### config.mk
export PLATFORM = sky130hd
export DESIGN_NAME = spiral_matrix_reorder
export DESIGN_NICKNAME = d
export VERILOG_FILES = /design/src/hdl/smr_pkg.sv /design/src/hdl/spiral_matrix_reorder.sv /design/src/hdl/smr_ram.sv /design/src/hdl/smr_walker.sv
export VERILOG_INCLUDE_DIRS = /design/src /design/src/hdl
export SDC_FILE = /design/constraint.sdc
export NUM_CORES = 2
export LEC_CHECK = 0
export BUFFER_PORTS_ARGS = -buffer_cell sky130_fd_sc_hd__buf_2
export CAP_MARGIN = 5
export CELL_PAD_IN_SITES_DETAIL_PLACEMENT = 1
export CELL_PAD_IN_SITES_GLOBAL_PLACEMENT = 1
export CORE_UTILIZATION = 58
export CTS_BUF_LIST = sky130_fd_sc_hd__clkbuf_4 sky130_fd_sc_hd__clkbuf_8
export DETAILED_ROUTE_END_ITERATION = 10
export PLACE_DENSITY_LB_ADDON = 0.1
export REMOVE_ABC_BUFFERS = 1
export SLEW_MARGIN = 20
export SYNTH_ARGS = -nofsm -noshare
export SYNTH_HDL_FRONTEND = slang
export SYNTH_SLANG_ARGS = --single-unit
### constraint.sdc
create_clock -name clk -period 5 [get_ports clk]
set_input_delay 0.5 -clock clk [delete_from_list [all_inputs] [get_ports clk]]
set_output_delay 0.5 -clock clk [all_outputs]
set_load 0.005 [all_outputs]
### src/hdl/spiral_matrix_reorder_defines.svh
// ----------------------------------------------------------------------------
// spiral matrix reorder assertion macros
// shared concurrent assertion forms, clocked on a rising edge with an
// active-low reset that disables the check
// ----------------------------------------------------------------------------
`ifndef SPIRAL_MATRIX_REORDER_DEFINES_SVH
`define SPIRAL_MATRIX_REORDER_DEFINES_SVH

// same-cycle implication
`define SMR_ASSERT_NOW(label, clk_s, rstn_s, ante, cons, msg) \
	label: assert property (@(posedge clk_s) disable iff (!(rstn_s)) \
		(ante) |-> (cons)) else $error(msg);

// next-cycle implication
`define SMR_ASSERT_NEXT(label, clk_s, rstn_s, ante, cons, msg) \
	label: assert property (@(posedge clk_s) disable iff (!(rstn_s)) \
		(ante) |=> (cons)) else $error(msg);

`endif

### src/hdl/smr_pkg.sv
// ----------------------------------------------------------------------------
// smr_pkg
// shared constants, types and helpers of the spiral matrix reorder block
// ----------------------------------------------------------------------------
package smr_pkg;

	localparam int MAX_ROWS = 8;
	localparam int MAX_COLS = 8;
	localparam int DATA_W   = 32;
	localparam int DIM_W    = 4;
	localparam int DEPTH    = MAX_ROWS * MAX_COLS;
	localparam int ADDR_W   = $clog2(DEPTH);
	localparam int CNT_W    = 7;
	localparam int ROW_W    = $clog2(MAX_ROWS);
	localparam int COL_W    = $clog2(MAX_COLS);
	localparam int IDX_W    = 1;

	// register indexes on the configuration port
	localparam logic [IDX_W-1:0] REG_ROW_COUNT    = 1'b0;
	localparam logic [IDX_W-1:0] REG_COLUMN_COUNT = 1'b1;

	// walk phase of the spiral address generator
	typedef enum logic [2:0] {
		PH_IDLE,
		PH_TOP,
		PH_RIGHT,
		PH_BOTTOM,
		PH_LEFT
	} phase_t;

	// read request from the walker to the store
	typedef struct packed {
		logic              valid;
		logic              last;
		logic [ADDR_W-1:0] addr;
	} rd_req_t;

	// force a dimension into 1..maxv
	function automatic logic [DIM_W-1:0] clamp_dim(input logic [DIM_W-1:0] v,
		input logic [DIM_W-1:0] maxv);
		logic [DIM_W-1:0] r;
		if (v == '0) r = DIM_W'(1);
		else if (v > maxv) r = maxv;
		else r = v;
		return r;
	endfunction

endpackage

### src/hdl/spiral_matrix_reorder.sv
// ----------------------------------------------------------------------------
// spiral_matrix_reorder
// loads a matrix in row-major order and plays it back in clockwise spiral
// order once the last element is in
// ----------------------------------------------------------------------------
//  channel   dir  signals                         handshake
//  element   in   element_value                   start && !busy
//  result    out  spiral_value, run_last          strobe, one cycle, no stall
//  config    in   cfg_index, cfg_data             cfg_we
//
//  a load beat writes one store entry
//  the beat that completes the matrix starts a run of rows*cols store reads, one
//  per cycle from the spiral walker; results follow each read in the next cycle
//  (registered ram read), and busy is high for the whole walk after that beat
//  reset clears the load count, the walker and the strobe; config resets to 8x8
//  the result side cannot stall, so nothing is buffered past the ram output
// ----------------------------------------------------------------------------
`include "spiral_matrix_reorder_defines.svh"

module spiral_matrix_reorder import smr_pkg::*; (
	input  logic                     clk,
	input  logic                     arst_n,
	input  logic                     start,
	output logic                     busy,
	input  logic signed [DATA_W-1:0] element_value,
	output logic                     strobe,
	output logic signed [DATA_W-1:0] spiral_value,
	output logic                     run_last,
	input  logic                     cfg_we,
	input  logic [IDX_W-1:0]         cfg_index,
	input  logic [DIM_W-1:0]         cfg_data
);

	logic [DIM_W-1:0]  row_count_q, column_count_q;
	logic [DIM_W-1:0]  rows, cols;
	logic [CNT_W-1:0]  total;
	logic [CNT_W-1:0]  loaded_count_q, loaded_next;
	logic              accept, complete;
	logic              walk_active;
	rd_req_t           rd;
	logic              valid_s1, last_s1;
	logic [DATA_W-1:0] rdata;

	// clamped dimensions and element count of the current configuration
	assign rows  = clamp_dim(row_count_q, DIM_W'(MAX_ROWS));
	assign cols  = clamp_dim(column_count_q, DIM_W'(MAX_COLS));
	assign total = CNT_W'(rows) * CNT_W'(cols);

	assign busy        = walk_active;
	assign accept      = start && !busy;
	assign loaded_next = loaded_count_q + CNT_W'(1);
	// a count past the total (dimensions shrunk mid-load) also completes
	assign complete    = accept && (loaded_next >= total);

	// configuration registers
	always_ff @(posedge clk or negedge arst_n) begin
		if (!arst_n) begin
			row_count_q    <= DIM_W'(MAX_ROWS);
			column_count_q <= DIM_W'(MAX_COLS);
		end else if (cfg_we) begin
			unique case (cfg_index)
				REG_ROW_COUNT:    row_count_q    <= cfg_data;
				REG_COLUMN_COUNT: column_count_q <= cfg_data;
				default:          ;
			endcase
		end
	end

	// load counter, back to zero when the run starts
	always_ff @(posedge clk or negedge arst_n) begin
		if (!arst_n) begin
			loaded_count_q <= '0;
		end else if (accept) begin
			loaded_count_q <= complete ? '0 : loaded_next;
		end
	end

	// matrix store: load beats write, walker reads
	smr_ram #(
		.WIDTH(DATA_W),
		.DEPTH(DEPTH)
	) u_store (
		.clk  (clk),
		.we   (accept),
		.waddr(loaded_count_q[ADDR_W-1:0]),
		.wdata($unsigned(element_value)),
		.re   (rd.valid),
		.raddr(rd.addr),
		.rdata(rdata)
	);

	// spiral address generator, started by the completing beat
	smr_walker u_walker (
		.clk   (clk),
		.arst_n(arst_n),
		.go    (complete),
		.rows  (rows),
		.cols  (cols),
		.total (total),
		.active(walk_active),
		.rd    (rd)
	);

	// result marks are registered alongside the ram read so they line up with its data
	always_ff @(posedge clk or negedge arst_n) begin
		if (!arst_n) begin
			valid_s1 <= 1'b0;
			last_s1  <= 1'b0;
		end else begin
			valid_s1 <= rd.valid;
			last_s1  <= rd.last;
		end
	end

	assign strobe       = valid_s1;
	assign run_last     = valid_s1 && last_s1;
	assign spiral_value = $signed(rdata);

	// completing beat always hands over to the walker
	`SMR_ASSERT_NEXT(a_run_starts, clk, arst_n, complete, walk_active, "run did not start")
	// nothing follows the final result of a run
	`SMR_ASSERT_NEXT(a_last_ends, clk, arst_n, strobe && run_last, !strobe, "result after last")
	// the load count stays cleared while the walk runs
	`SMR_ASSERT_NOW(a_cnt_clear, clk, arst_n, walk_active, loaded_count_q == '0, "count not clear")
	// walker stops right after issuing its last read
	`SMR_ASSERT_NEXT(a_walk_stop, clk, arst_n, rd.valid && rd.last, !walk_active, "walker overran")

endmodule

### src/hdl/smr_ram.sv
// ----------------------------------------------------------------------------
// smr_ram
// generic single-write, single-read ram with registered read data
// ----------------------------------------------------------------------------
module smr_ram #(
	parameter int WIDTH = 32,
	parameter int DEPTH = 64
) (
	input  logic                     clk,
	input  logic                     we,
	input  logic [$clog2(DEPTH)-1:0] waddr,
	input  logic [WIDTH-1:0]         wdata,
	input  logic                     re,
	input  logic [$clog2(DEPTH)-1:0] raddr,
	output logic [WIDTH-1:0]         rdata
);

	logic [WIDTH-1:0] mem [DEPTH];

	always_ff @(posedge clk) begin
		if (we) begin
			mem[waddr] <= wdata;
		end
		if (re) begin
			rdata <= mem[raddr];
		end
	end

endmodule

### src/hdl/smr_walker.sv
// ----------------------------------------------------------------------------
// smr_walker
// spiral address generator: one store read address per cycle, clockwise
// from the top left, shrinking the bounds after each side
// ----------------------------------------------------------------------------
module smr_walker import smr_pkg::*; (
	input  logic             clk,
	input  logic             arst_n,
	input  logic             go,
	input  logic [DIM_W-1:0] rows,
	input  logic [DIM_W-1:0] cols,
	input  logic [CNT_W-1:0] total,
	output logic             active,
	output rd_req_t          rd
);

	phase_t           phase_q, phase_d;
	logic [ROW_W-1:0] top_q, bot_q, r_q;
	logic [COL_W-1:0] lft_q, rgt_q, c_q;
	logic [DIM_W-1:0] cols_q;
	logic [CNT_W-1:0] total_q, cnt_q;
	logic             last;
	logic             side_end;

	assign last = (cnt_q + CNT_W'(1)) == total_q;

	// end of the current side
	always_comb begin
		unique case (phase_q)
			PH_TOP:    side_end = (c_q == rgt_q);
			PH_RIGHT:  side_end = (r_q == bot_q);
			PH_BOTTOM: side_end = (c_q == lft_q);
			PH_LEFT:   side_end = (r_q == top_q);
			default:   side_end = 1'b0;
		endcase
	end

	// next phase
	always_comb begin
		phase_d = phase_q;
		unique case (phase_q)
			PH_IDLE:   if (go) phase_d = PH_TOP;
			PH_TOP:    if (last) phase_d = PH_IDLE; else if (side_end) phase_d = PH_RIGHT;
			PH_RIGHT:  if (last) phase_d = PH_IDLE; else if (side_end) phase_d = PH_BOTTOM;
			PH_BOTTOM: if (last) phase_d = PH_IDLE; else if (side_end) phase_d = PH_LEFT;
			PH_LEFT:   if (last) phase_d = PH_IDLE; else if (side_end) phase_d = PH_TOP;
			default:   phase_d = PH_IDLE;
		endcase
	end

	// outputs
	always_comb begin
		active   = (phase_q != PH_IDLE);
		rd.valid = active;
		rd.last  = active && last;
		rd.addr  = ADDR_W'(r_q) * ADDR_W'(cols_q) + ADDR_W'(c_q);
	end

	always_ff @(posedge clk or negedge arst_n) begin
		if (!arst_n) begin
			phase_q <= PH_IDLE;
		end else begin
			phase_q <= phase_d;
		end
	end

	always_ff @(posedge clk) begin
		if (phase_q == PH_IDLE) begin
			top_q   <= '0;
			bot_q   <= ROW_W'(rows - DIM_W'(1));
			lft_q   <= '0;
			rgt_q   <= COL_W'(cols - DIM_W'(1));
			r_q     <= '0;
			c_q     <= '0;
			cnt_q   <= '0;
			cols_q  <= cols;
			total_q <= total;
		end else begin
			cnt_q <= cnt_q + CNT_W'(1);
			unique case (phase_q)
				PH_TOP: begin
					if (side_end) begin
						top_q <= top_q + ROW_W'(1);
						r_q   <= top_q + ROW_W'(1);
					end else begin
						c_q <= c_q + COL_W'(1);
					end
				end
				PH_RIGHT: begin
					if (side_end) begin
						rgt_q <= rgt_q - COL_W'(1);
						c_q   <= rgt_q - COL_W'(1);
					end else begin
						r_q <= r_q + ROW_W'(1);
					end
				end
				PH_BOTTOM: begin
					if (side_end) begin
						bot_q <= bot_q - ROW_W'(1);
						r_q   <= bot_q - ROW_W'(1);
					end else begin
						c_q <= c_q - COL_W'(1);
					end
				end
				default: begin
					if (side_end) begin
						lft_q <= lft_q + COL_W'(1);
						c_q   <= lft_q + COL_W'(1);
					end else begin
						r_q <= r_q - ROW_W'(1);
					end
				end
			endcase
		end
	end

endmodule
[Yosys cells after proc, flatten, opt, wreduce, memory -nomap -nowiden]
Memory sizes are Yosys's and may differ from the RTL's. A register that Yosys moved wholly into a read port is not among the register bits.
Index checks and enable logic that the tools add are counted.
Cells by class
  multipliers: 2
  bitwise gates (word level): 2
  reduce and logical (&&, ||, !) cells: 23
  equality and inequality tests: 21
  $add $sub $neg: 13
  multiplexer cells: 32
  magnitude comparators: 3
Operators with widths (count)
  $mux W3: 21
  $pmux W3 S3: 2
  $sub A3 B1 Y3 const B: 6
  $mux W4: 4
  $pmux W3 S5: 1
  $add A7 B1 Y7 const B: 2
  $add A3 B1 Y3 const B: 4
  $eq A3 B3 Y1: 4
  $ne A3 B1 Y1 const B: 4
  $reduce_and A2 Y1: 6
  $gt A4 B4 Y1 const B: 2
  $logic_not A4 Y1: 2
  $ne A2 B2 Y1 const B: 4
  $reduce_and A4 Y1: 2
  $eq A7 B7 Y1: 1
  $ge A7 B7 Y1: 1
  $mul A4 B4 Y7: 1
  $mux W7: 1
  $add A6 B3 Y6: 1
  $eq A3 B2 Y1 const B: 2
  $mul A3 B4 Y6: 1
  $ne A2 B1 Y1 const B: 3
  $reduce_bool A2 Y1: 3
  $reduce_bool A3 Y1: 2
  other kinds (11): 16
Word-level totals
  RAM bits: 2048
  output and inout bits: 35
  register bits after elaboration: 56
  word-level logic and storage cells: 112
  memories kept: 1
Memory list
  u_store.mem: words 64, width 32, read ports 1, clocked after memory_dff 1, write ports 1, RTL line smr_ram.sv:18  | logic [WIDTH-1:0] mem [DEPTH];

[Depth between registers and ports, before layout]
  word-level depth: 8
  depth in mapped cells: 18
  gate-level depth less buffers: 18

[By module]
Synthesis repeated with hierarchy kept, for this count alone.
Second synthesis, totals
  cells, all modules: 3745
  area total of the unflattened synthesis: 82893.3 µm²
Modules (own cells, without submodules)
  smr_ram: cells each 3324, instances 1, area an instance 78835.6 µm², seq. area each 62459.9 µm²
  smr_walker: cells each 273, instances 1, area an instance 2690.1 µm², seq. area each 965.9 µm²
  spiral_matrix_reorder: cells each 148, instances 1, area an instance 1367.6 µm², seq. area each 427.9 µm²

[Worst setup path before layout]
No wires, ideal clock.
  path kind: reg-to-reg
  start: reg u_walker.cols_q[2]
  end: reg u_store.rdata[29], read port of u_store.mem (data pin)
  setup time: 0.261 ns
  cell stages (with the launch flop): 15
  data arrival time: 3.801 ns
  data required time: 4.739 ns
  slack: 0.938 ns
  path buffers: 5
  clock period less this slack: 4.062 ns
  path through: edfxtp_1 -> and2_1 -> fa_1 -> inv_1 -> fa_1 -> fa_1 -> clkbuf_2 -> buf_4 -> buf_4 -> buf_4 -> clkbuf_1 -> mux4_2 -> a211oi_1 -> o211ai_1 -> o311a_1
Between the ends
  longest elaborated chain between the ends: 2
RTL lines
  start, declared: RTL line smr_walker.sv:20  | logic [DIM_W-1:0] cols_q;
  start signal, assigned: RTL line smr_walker.sv:76  | cols_q <= cols;
  $mul A3 B4 Y6: RTL line smr_walker.sv:56  | rd.addr = ADDR_W'(r_q) * ADDR_W'(cols_q) + ADDR_W'(c_q);
  $add A6 B3 Y6: RTL line smr_walker.sv:56
  end, declared: RTL line smr_ram.sv:15  | output logic [WIDTH-1:0] rdata
Every way passes these cells.
A chain may end at the register's enable or synchronous reset.

[Final worst setup path]
  start: reg u_walker.r_q[0]
  end: reg u_store.rdata[24], read port of u_store.mem (data pin)
Between the ends
  longest elaborated chain between the ends: 2
RTL lines
  start, declared: RTL line smr_walker.sv:18  | logic [ROW_W-1:0] top_q, bot_q, r_q;
  start signal, assigned: RTL line smr_walker.sv:84  | r_q <= top_q + ROW_W'(1);
  start signal, assigned: RTL line smr_walker.sv:94  | r_q <= r_q + ROW_W'(1);
  start signal, assigned: RTL line smr_walker.sv:100  | r_q <= bot_q - ROW_W'(1);
  $mul A3 B4 Y6: RTL line smr_walker.sv:56
  $add A6 B3 Y6: RTL line smr_walker.sv:56
Every way passes these cells.

==> summary.txt <==
Worst setup path
  – Endpoint type of the worst setup path: flip-flop
  – Startpoint Class: flip-flop
  – Terminus of the critical flop-to-flop path: u_store.rdata[24]
  – Startpoint of the worst setup timing path: u_walker.r_q[0]
  – Startpoint of the most critical register-to-register path: u_walker.r_q[0]
  – Crit Path Class: reg -> reg
  – Biggest fanout along the worst timing path: 39
  – Required time at the endpoint of the critical path: 5.75 ns
  – Data arrival time of the worst path: 5.67 ns
  – Number of cells on the worst reg-to-reg path: 12
  – Critical path capture point: u_store.rdata[24]
  – Flop2flop setup slack: 0.08 ns

Detailed routing
  – Detailed-route vias per instance: 6.84
  – Starting DRC count in detailed routing: 5387
  – DRC violation count after routing: 0
  – Met1 layer wirelength in the final routing: 90000 um
  – Routed met3 length: 23600 um
  – Router iterations before antenna repair: 5
  – Total met2 wirelength after detailed routing: 117000 um
  – Number of vias in the routed layout: 44000
  – Detail Route Antenna Nets: 0
  – Average detailed-routed wire length per instance: 37.0 um
  – Total detailed-routing wirelength: 238000 um
  – Top Layer Used: met5

STA
  – Worst-margin pin slew: 1.14 ns
  – Post-layout minimum cycle time: 4.92 ns
  – Largest clock skew in the final design: 0.0687 ns
  – Final number of max-transition violations: 0
  – Relative slew slack: 23.0%
  – Max Fclk: 203 MHz
  – Final hold slack: 0.00506 ns
  – Share of the clock period used by the worst path after layout: 98.4%
  – Setup violation total in the final timing report: 0
  – Final Hold Vio Count: 0

Synth
  – Most used flip-flop cell after synthesis: sky130_fd_sc_hd__edfxtp_1
  – Number of enable-type register cells in the synthesized netlist: 2097
  – Number of warnings reported in the yosys synthesis log: 0
  – Post-Syn Area: 83400 um2
  – FF+latch count, synth: 2136
  – Avg Synthesized Cell Area: 21.6 um2
  – Cell count after synthesis: 3863
  – Share of the yosys chip area belonging to registers: 76.5%
  – Number of distinct standard cells referenced by the synthesized netlist: 66
  – Fraction of registers with async set or reset after synthesis: 0.936%

Clock network
  – CTS sink cnt: 2136
  – TritonCTS Buffers: 350
  – H-tree depth: 5
  – CTS root buf: sky130_fd_sc_hd__clkbuf_8
  – CTS tree: built
  – Clock transition at the registers of the reported paths: 0.06 ns
  – Clock latency reported for the late side of the worst-skew pair: 1.06 ns
  – Largest buffer count on any clock path: 4
  – Post CTS Setup Buffer Count: 0

Cells and area
  – Most frequent standard cell in the layout excluding fill and tap cells: sky130_fd_sc_hd__edfxtp_1
  – Area delta synth->final: 13.3%
  – Most used cells in the layout excluding fill and tap cells: 2097 x sky130_fd_sc_hd__edfxtp_1, 527 x sky130_fd_sc_hd__mux4_2, 358 x sky130_fd_sc_hd__clkbuf_8
  – Final Util: 66.6%
  – Fillcell total: 11300
  – Nets: 4392
  – Fraction of final layout cells with drive strength greater than 1: 31.9%
  – Final design instance area without fill: 94600 um2

Pwr
  – Leakage dissipation: 30.5 nW
  – Final Power: 66.7 mW
  – Worst ir drop on vdd: 915 uV
  – Power Dens Cells: 705 nW/um2

Global route
  – Wire length of the first global-routing pass: 336000 um
  – Initial antenna violation count: 13
  – Total global-route track usage: 33.1%
  – Vias in the first global route: 46300
  – Maximum number of pins on one net before global-route repair: 67
  – Global route total overflow: 0

Floorplanning
  – Boundary pin count: 76
  – Standard-cell row count: 138
  – Die outline area: 145000 um2
  – Initial Util: 58.7%
  – Horizontal die dimension: 381 um
  – Core box area: 142000 um2
  – Floorplan die height: 381 um

Run status
  – Run status: finished clean

Placement
  – Placed standard-cell area: 87800 um2
  – I/O Buffers: 75
  – Weighted congestion at the end of routability-driven global placement: 0.824
  – Final HPWL DP: 129000 um

Hold path
  – Tightest Hold Check Type: in -> reg
  – Worst hold path depth: 1

Job
  – Count of max-cap constraint violations: 0
==> metrics by stage <==
step           TNS [ns]  std cells  worst slack, ns
2_1_floorplan   -538.62       3643           -16.58
3_3_place_gp    -0.0319       5824          -0.0319
3_5_place_dp          0       5824          0.00243
4_1_cts               0       6419           0.0133
5_1_grt         -0.0344       6428          -0.0341
6_report              0       6431           0.0792
==> registers in the layout, summed over array words and instances, names as in the netlist, 4 cells and up <==
name	count
u_store.rdata	32
row_count_q	4
u_store.mem	2048
column_count_q	4
u_walker.cnt_q	7
u_walker.total_q	7
loaded_count_q	7
u_walker.cols_q	4
==> worst min path at each step <==
stage | to | from | slack (ns)
2_1_floorplan | column_count_q[0] | arst_n | 0.20
5_1_grt | u_store.mem[54][26] | element_value[26] | -0.0002
6_report | u_store.mem[54][26] | element_value[26] | 0.005
3_3_place_gp | loaded_count_q[2] | arst_n | 0.47
3_5_place_dp | loaded_count_q[0] | arst_n | 0.50
4_1_cts | u_store.mem[32][21] | element_value[21] | 0.14
==> cell usage after synthesis, types with 10 or more instances <==
| master | n | share of area [%] |
|---|---|---|
| sky130_fd_sc_hd__edfxtp_1 | 2097 | 75 |
| sky130_fd_sc_hd__mux4_2 | 527 | 14 |
| sky130_fd_sc_hd__nand2_1 | 129 | 0.58 |
| sky130_fd_sc_hd__nor2_1 | 112 | 0.50 |
| sky130_fd_sc_hd__a211oi_1 | 108 | 0.97 |
| sky130_fd_sc_hd__and3_1 | 99 | 0.74 |
| sky130_fd_sc_hd__clkbuf_1 | 74 | 0.33 |
| sky130_fd_sc_hd__buf_2 | 69 | 0.41 |
| sky130_fd_sc_hd__mux2i_1 | 66 | 0.79 |
| sky130_fd_sc_hd__buf_4 | 38 | 0.34 |
| sky130_fd_sc_hd__inv_1 | 38 | 0.17 |
| sky130_fd_sc_hd__ha_1 | 35 | 0.52 |
| sky130_fd_sc_hd__nand4_1 | 31 | 0.23 |
| sky130_fd_sc_hd__nor3_1 | 30 | 0.18 |
| sky130_fd_sc_hd__o21ai_0 | 25 | 0.15 |
| sky130_fd_sc_hd__xnor2_1 | 24 | 0.25 |
| sky130_fd_sc_hd__a32oi_1 | 22 | 0.23 |
| sky130_fd_sc_hd__nand3_1 | 22 | 0.13 |
| sky130_fd_sc_hd__buf_1 | 19 | 0.085 |
| sky130_fd_sc_hd__dfxtp_1 | 19 | 0.46 |
| sky130_fd_sc_hd__mux2_2 | 19 | 0.26 |
| sky130_fd_sc_hd__xor2_1 | 19 | 0.20 |
| sky130_fd_sc_hd__a21oi_1 | 18 | 0.11 |
| sky130_fd_sc_hd__dfrtp_1 | 18 | 0.54 |
| sky130_fd_sc_hd__o22ai_1 | 18 | 0.13 |
| sky130_fd_sc_hd__and2_1 | 16 | 0.12 |
| sky130_fd_sc_hd__buf_6 | 15 | 0.20 |
| sky130_fd_sc_hd__and4_1 | 14 | 0.15 |
| sky130_fd_sc_hd__o41ai_1 | 14 | 0.15 |
| sky130_fd_sc_hd__nor4_1 | 11 | 0.082 |
| sky130_fd_sc_hd__fa_1 | 10 | 0.24 |
| sky130_fd_sc_hd__o211ai_1 | 10 | 0.090 |
| sky130_fd_sc_hd__o2bb2ai_1 | 10 | 0.10 |
==> critical path, stage by stage, from the launching register on <==
cell	delay, ns
sky130_fd_sc_hd__dfxtp_1	0.41
sky130_fd_sc_hd__and2_1	0.21
sky130_fd_sc_hd__fa_1	0.56
sky130_fd_sc_hd__inv_1	0.06
sky130_fd_sc_hd__fa_1	0.49
sky130_fd_sc_hd__fa_4	0.89
sky130_fd_sc_hd__buf_12	0.28
sky130_fd_sc_hd__buf_4	0.24
sky130_fd_sc_hd__mux4_2	0.31
sky130_fd_sc_hd__o22ai_1	0.23
sky130_fd_sc_hd__a211oi_1	0.10
sky130_fd_sc_hd__a21oi_1	0.60
sky130_fd_sc_hd__o2bb2ai_1	0.23
==> power breakdown <==
group	internal [mW]	switching, mW
clock	7.75	6.76
sequential	20.5	0.394
combinational	13.4	17.8
==> cell type report <==
cell class / count / area [um2] / share of cell area (%)
antenna: 5 / 12.5 / 0.0132
clock buffer: 466 / 5740 / 6.07
clock inverter: 116 / 677 / 0.716
inverter: 40 / 150 / 0.159
multi-input combinational: 1467 / 18900 / 19.9
sequential: 2136 / 63900 / 67.5
tap: 1890 / 2360 / 2.50
timing repair buffer: 311 / 2920 / 3.09
==> per-layer routing <==
metal | track usage [%] | vias up
met1 | 45.2 | 23600
met3 | 7.32 | 496
met4 | 10.7 | 8
met2 | 53.8 | 2669
met5 | 0 | -
li1 | - | 17200
==> kinds of logic after synthesis <==
| logic type | share of synthesized area [%] |
|---|---|
| AO/OA/AOI/OAI | 2.36 |
| XOR/XNOR | 0.451 |
| AND/OR/NAND/NOR | 3.03 |
| multiplexers | 15.3 |
| flip-flops | 76.5 |
| adder cells (fa/ha/maj) | 0.765 |
| buffers and inverters | 1.59 |
==> what timing repair did <==
item,CTS,global route
hold buffers,13,4
resized for setup,1,3
endpoints found under the setup margin,1,4
endpoints found under the hold margin,35,62
pin swaps,0,2
(Power assumes the default switching activity.)
